`src/rtl/sjfq_pkg.sv`:
```
`timescale 1ns / 1ps
`default_nettype none
// ----------------------------------------------------------------------------
// sjfq_pkg
// Shared constants and types for the shortest-job-first queue.
// ----------------------------------------------------------------------------
package sjfq_pkg;

  localparam int QUEUE_DEPTH = 64;
  localparam int KEY_W       = 32;
  localparam int CNT_W       = $clog2(QUEUE_DEPTH + 1);
  localparam int OCC_W       = 7;
  localparam int STAT_W      = 2;

  typedef logic [KEY_W-1:0] key_t;
  typedef logic [CNT_W-1:0] cnt_t;

  typedef enum logic [STAT_W-1:0] {
    STAT_OK        = 2'd0,
    STAT_OVERFLOW  = 2'd1,
    STAT_UNDERFLOW = 2'd2
  } stat_t;

  // broadcast to every cell of the chain
  typedef struct packed {
    logic ins_en;
    logic pop_en;
    key_t key;
  } cell_ctl_t;

endpackage : sjfq_pkg
`default_nettype wire

```
`src/rtl/sjfq_cell.sv`:
```
`timescale 1ns / 1ps
`default_nettype none
// ----------------------------------------------------------------------------
// sjfq_cell
// One slot of the sorted chain: holds a key, compares it with the incoming
// key and shifts toward the tail on insert or toward the head on pop.
// ----------------------------------------------------------------------------
module sjfq_cell
  import sjfq_pkg::*;
(
  input  wire logic      clk,
  input  wire cell_ctl_t ctl,
  input  wire logic      occupied,
  input  wire logic      at_tail,
  input  wire logic      left_gt,
  input  wire key_t      left_key,
  input  wire key_t      right_key,
  output logic           gt,
  output key_t           key_q
);

  assign gt = occupied && (key_q > ctl.key);

  always_ff @(posedge clk) begin
    if (ctl.ins_en) begin
      if (left_gt) begin
        key_q <= left_key;
      end else if (gt || at_tail) begin
        key_q <= ctl.key;
      end
    end else if (ctl.pop_en) begin
      key_q <= right_key;
    end
  end

endmodule : sjfq_cell
`default_nettype wire
```
`config.mk`:
```
export PLATFORM = sky130hd
export DESIGN_NAME = sjfq_cell
export DESIGN_NICKNAME = d
export VERILOG_FILES = /design/src/rtl/sjfq_pkg.sv /design/src/rtl/sjfq_cell.sv
export SDC_FILE = /design/constraint.sdc
export NUM_CORES = 1
export LEC_CHECK = 0
export ABC_CLOCK_PERIOD_IN_PS = 7400
export BUFFER_PORTS_ARGS = -buffer_cell sky130_fd_sc_hd__buf_2
export CAP_MARGIN = 20
export CORE_ASPECT_RATIO = 1.1
export CORE_MARGIN = 2
export CORE_UTILIZATION = 40
export CTS_CLUSTER_DIAMETER = 120
export CTS_CLUSTER_SIZE = 16
export DETAILED_ROUTE_END_ITERATION = 8
export GPL_TIMING_DRIVEN = 0
export PLACE_DENSITY_LB_ADDON = 0.12
export SLEW_MARGIN = 20
export SYNTH_ARGS = -nofsm -noshare
export SYNTH_HDL_FRONTEND = slang
export SYNTH_SLANG_ARGS = --single-unit
```
`constraint.sdc`:
```
create_clock -name clk -period 7.4 [get_ports clk]
set_input_delay 0.74 -clock clk [delete_from_list [all_inputs] [get_ports clk]]
set_output_delay 0.74 -clock clk [all_outputs]
set_load 0.01 [all_outputs]
```
==> impl_metrics.ini <==
[logic_synthesis]
synth_cell_types = 29
synth_ff_type = edfxtp_1
synth_edf_count = 32
async_flop_share_pct = 0
yosysSeqAreaShare_pct = 39.1
ys_warn_count = 0
synthCells = 257
syn-cell-area_sq_um = 2460
synth.net_count = 391
ys_ff_latch = 32
syn_area_per_cell_sq_um = 9.56

[worst_setup_path]
max_stage_delay_ns = 0.53
worstPathMaxFanout = 3
required_ns = 6.66
worstSetupStartpointType = input pin
worstSetupPathType = in -> out
worst_setup_path_end_kind = output pin
cp_cell_sequence = buf_2 > inv_1 > ha_1 > a21oi_1 > nand2_1 > a221o_1 > o31ai_1 > a21boi_1 > buf_2
cpMostUsedCell = buf_2
worstPathArrival_ns = 2.62
cp_slowest_cell = o31ai_1

[clock_network]
numCtsBuffers = 5
clkTransAtPathRegs_ns = 0.07
cts-hold-fix-buffers = 0
clock_latency_ns = 0.28
cts_sinks = 32
cts_root_buf = clkbuf_8
ctsHtreeMaxLevel = 2
cts.path.max_buffers = 2
cts_resized = 0
post-cts-setup-buffers = 0
cts_tree = done

[detailed_routing]
wirelength_mm = 6.39
vias = 2358
drt_pass1_iterations = 4
wl_per_cell_um = 13.5
ant_nets = 0
viasPerCell = 4.97
drt_first_iter_violations = 44
drc = 0

[final_layout]
design_area_sq_um = 3330
fin_nets = 531
diodes = 0
final_common_cell = buf_2
largest_reg_flops = 32
largest-register = key_q
drive_gt1_share_pct = 36.5
area_growth_pct = 35.5
largest_registers = key_q (32)
layout_common_cells = 135 x buf_2, 44 x a21oi_1, 35 x nor2_1

[place]
dp_hpwl_mm = 5.22
placed_area_sq_um = 3250
portBuffers = 132
place_congestion = 0.816

[pwr]
swShare_pct = 30.4
power_frac_comb_pct = 30.8
clock_power_share_pct = 24.2
p_switching_uw = 158
powerDensity_nw_per_um2 = 156
ir_worst_vdd_mv = 0.116
p_int_uw = 362
leakage_uw = 0.00172
seq_power_share_pct = 45.0

[global_routing]
grt-ovfl-total = 0
met3_usage_pct = 4.38
grtUsageMet2_pct = 36.5
grt_max_degree = 18
grt_pass1_vias = 2337
antenna_found_initial = 0
grt_usage_pct = 19.5
top_usage_layer = met2
grt_pass1_wl_mm = 10.3
grt_use_met1_pct = 21.8

[sta]
period_share_pct = 45.4
relSlewSlack_pct = 58.2
fin_worst_skew_ns = 0.00795
tightest_slew_ns = 0.626
hold_violations = 0
clock.fmax_ghz = 0.298
final_max_slew_viol_count = 0
finalSetupTns_ns = 0
setup_viol = 0
rsz0062_at_grt = no
fin_crit_ns = 3.36
fin_hold_ws_ns = 0.779

[floorplan]
start_util_pct = 42.0
rows = 29
design.core.area_sq_um = 5840
fp.dieH_um = 86.2
dieArea_sq_um = 6780
die_x_um = 78.7
io_pins = 135

[outcome]
outcome = complete, no violations

[flow_run]
cap_violations = 0

[min_path]
hold_class = in -> reg
==> through the flow <==
step / power, uW / cells / util (%) / setup WS, ns
CTS: 525 / 474 / 57.0 / 4.08
global route: 552 / 474 / 57.0 / 3.90
finish: 520 / 474 / 57.0 / 4.04
global placement: 394 / 466 / 55.0 / 2.35
detailed placement: 400 / 467 / 55.7 / 4.08
floorplan: 327 / 257 / - / 3.58
==> per-layer routing <==
layer  vias to the layer above  wire length [um]
li1                       1213                 -
met1                      1055              2650
met2                        82              3230
met3                         8               416
met4                         0               101
met5                         -                 0
==> final cells by class <==
type / instances / area [sq um]
buffer: 11 / 48.8
inverter: 32 / 120
fill: 576 / 2510
clock buffer: 5 / 68.8
tap: 77 / 96.3
sequential: 32 / 961
multi-input combinational: 182 / 1340
clock inverter: 2 / 7.51
timing repair buffer: 133 / 688
==> worst max-delay path: cells and delay by family <==
kind            cells  cell delay [ns]
compound gates      4             1.18
fa+ha+maj           1             0.33
buf+inv             3             0.30
simple gates        1             0.08
==> power groups by stage <==
stage                     clock network [uW]  logic [uW]  registers (uW)
after detailed placement                   0         162             238
after floorplan                            0        79.8             247
after CTS                                128         163             234
after global routing                     134         182             236
after global placement                     0         156             238
final                                    126         160             234
==> cells in the mapped netlist, types with 2 or more instances <==
library cell / count / area (sq um)
nand2_1: 5 / 18.8
a221o_1: 2 / 20.0
ha_1: 32 / 400
nand4_1: 7 / 43.8
nor2_1: 35 / 131
nor3_1: 2 / 10.0
mux2i_1: 32 / 320
a21o_1: 3 / 22.5
edfxtp_1: 32 / 961
clkbuf_1: 7 / 26.3
nand3_1: 5 / 25.0
a21oi_1: 45 / 225
buf_2: 3 / 15.0
inv_1: 32 / 120
==> worst paths after layout <==
kind | slack (ns) | cells after the start | startpoint | end
max | 4.04 | 9 | ctl[14] | gt
max reg2reg | 4.65 | 7 | key_q[30] | key_q[11]
min reg2reg | 1.30 | 5 | key_q[16] | key_q[31]
min | 0.78 | 3 | right_key[20] | key_q[20]
==> cell families (layout without fill, tap and decap cells) <==
group	Yosys count	count (layout)	share of synthesized area (%)
compound gates	59	59	13.8
fa+ha+maj	32	32	16.3
buf+inv	43	183	6.88
flops	32	32	39.1
mux	32	32	13.0
simple gates	59	59	10.9
No activity file was read; power rests on OpenSTA's default activity.
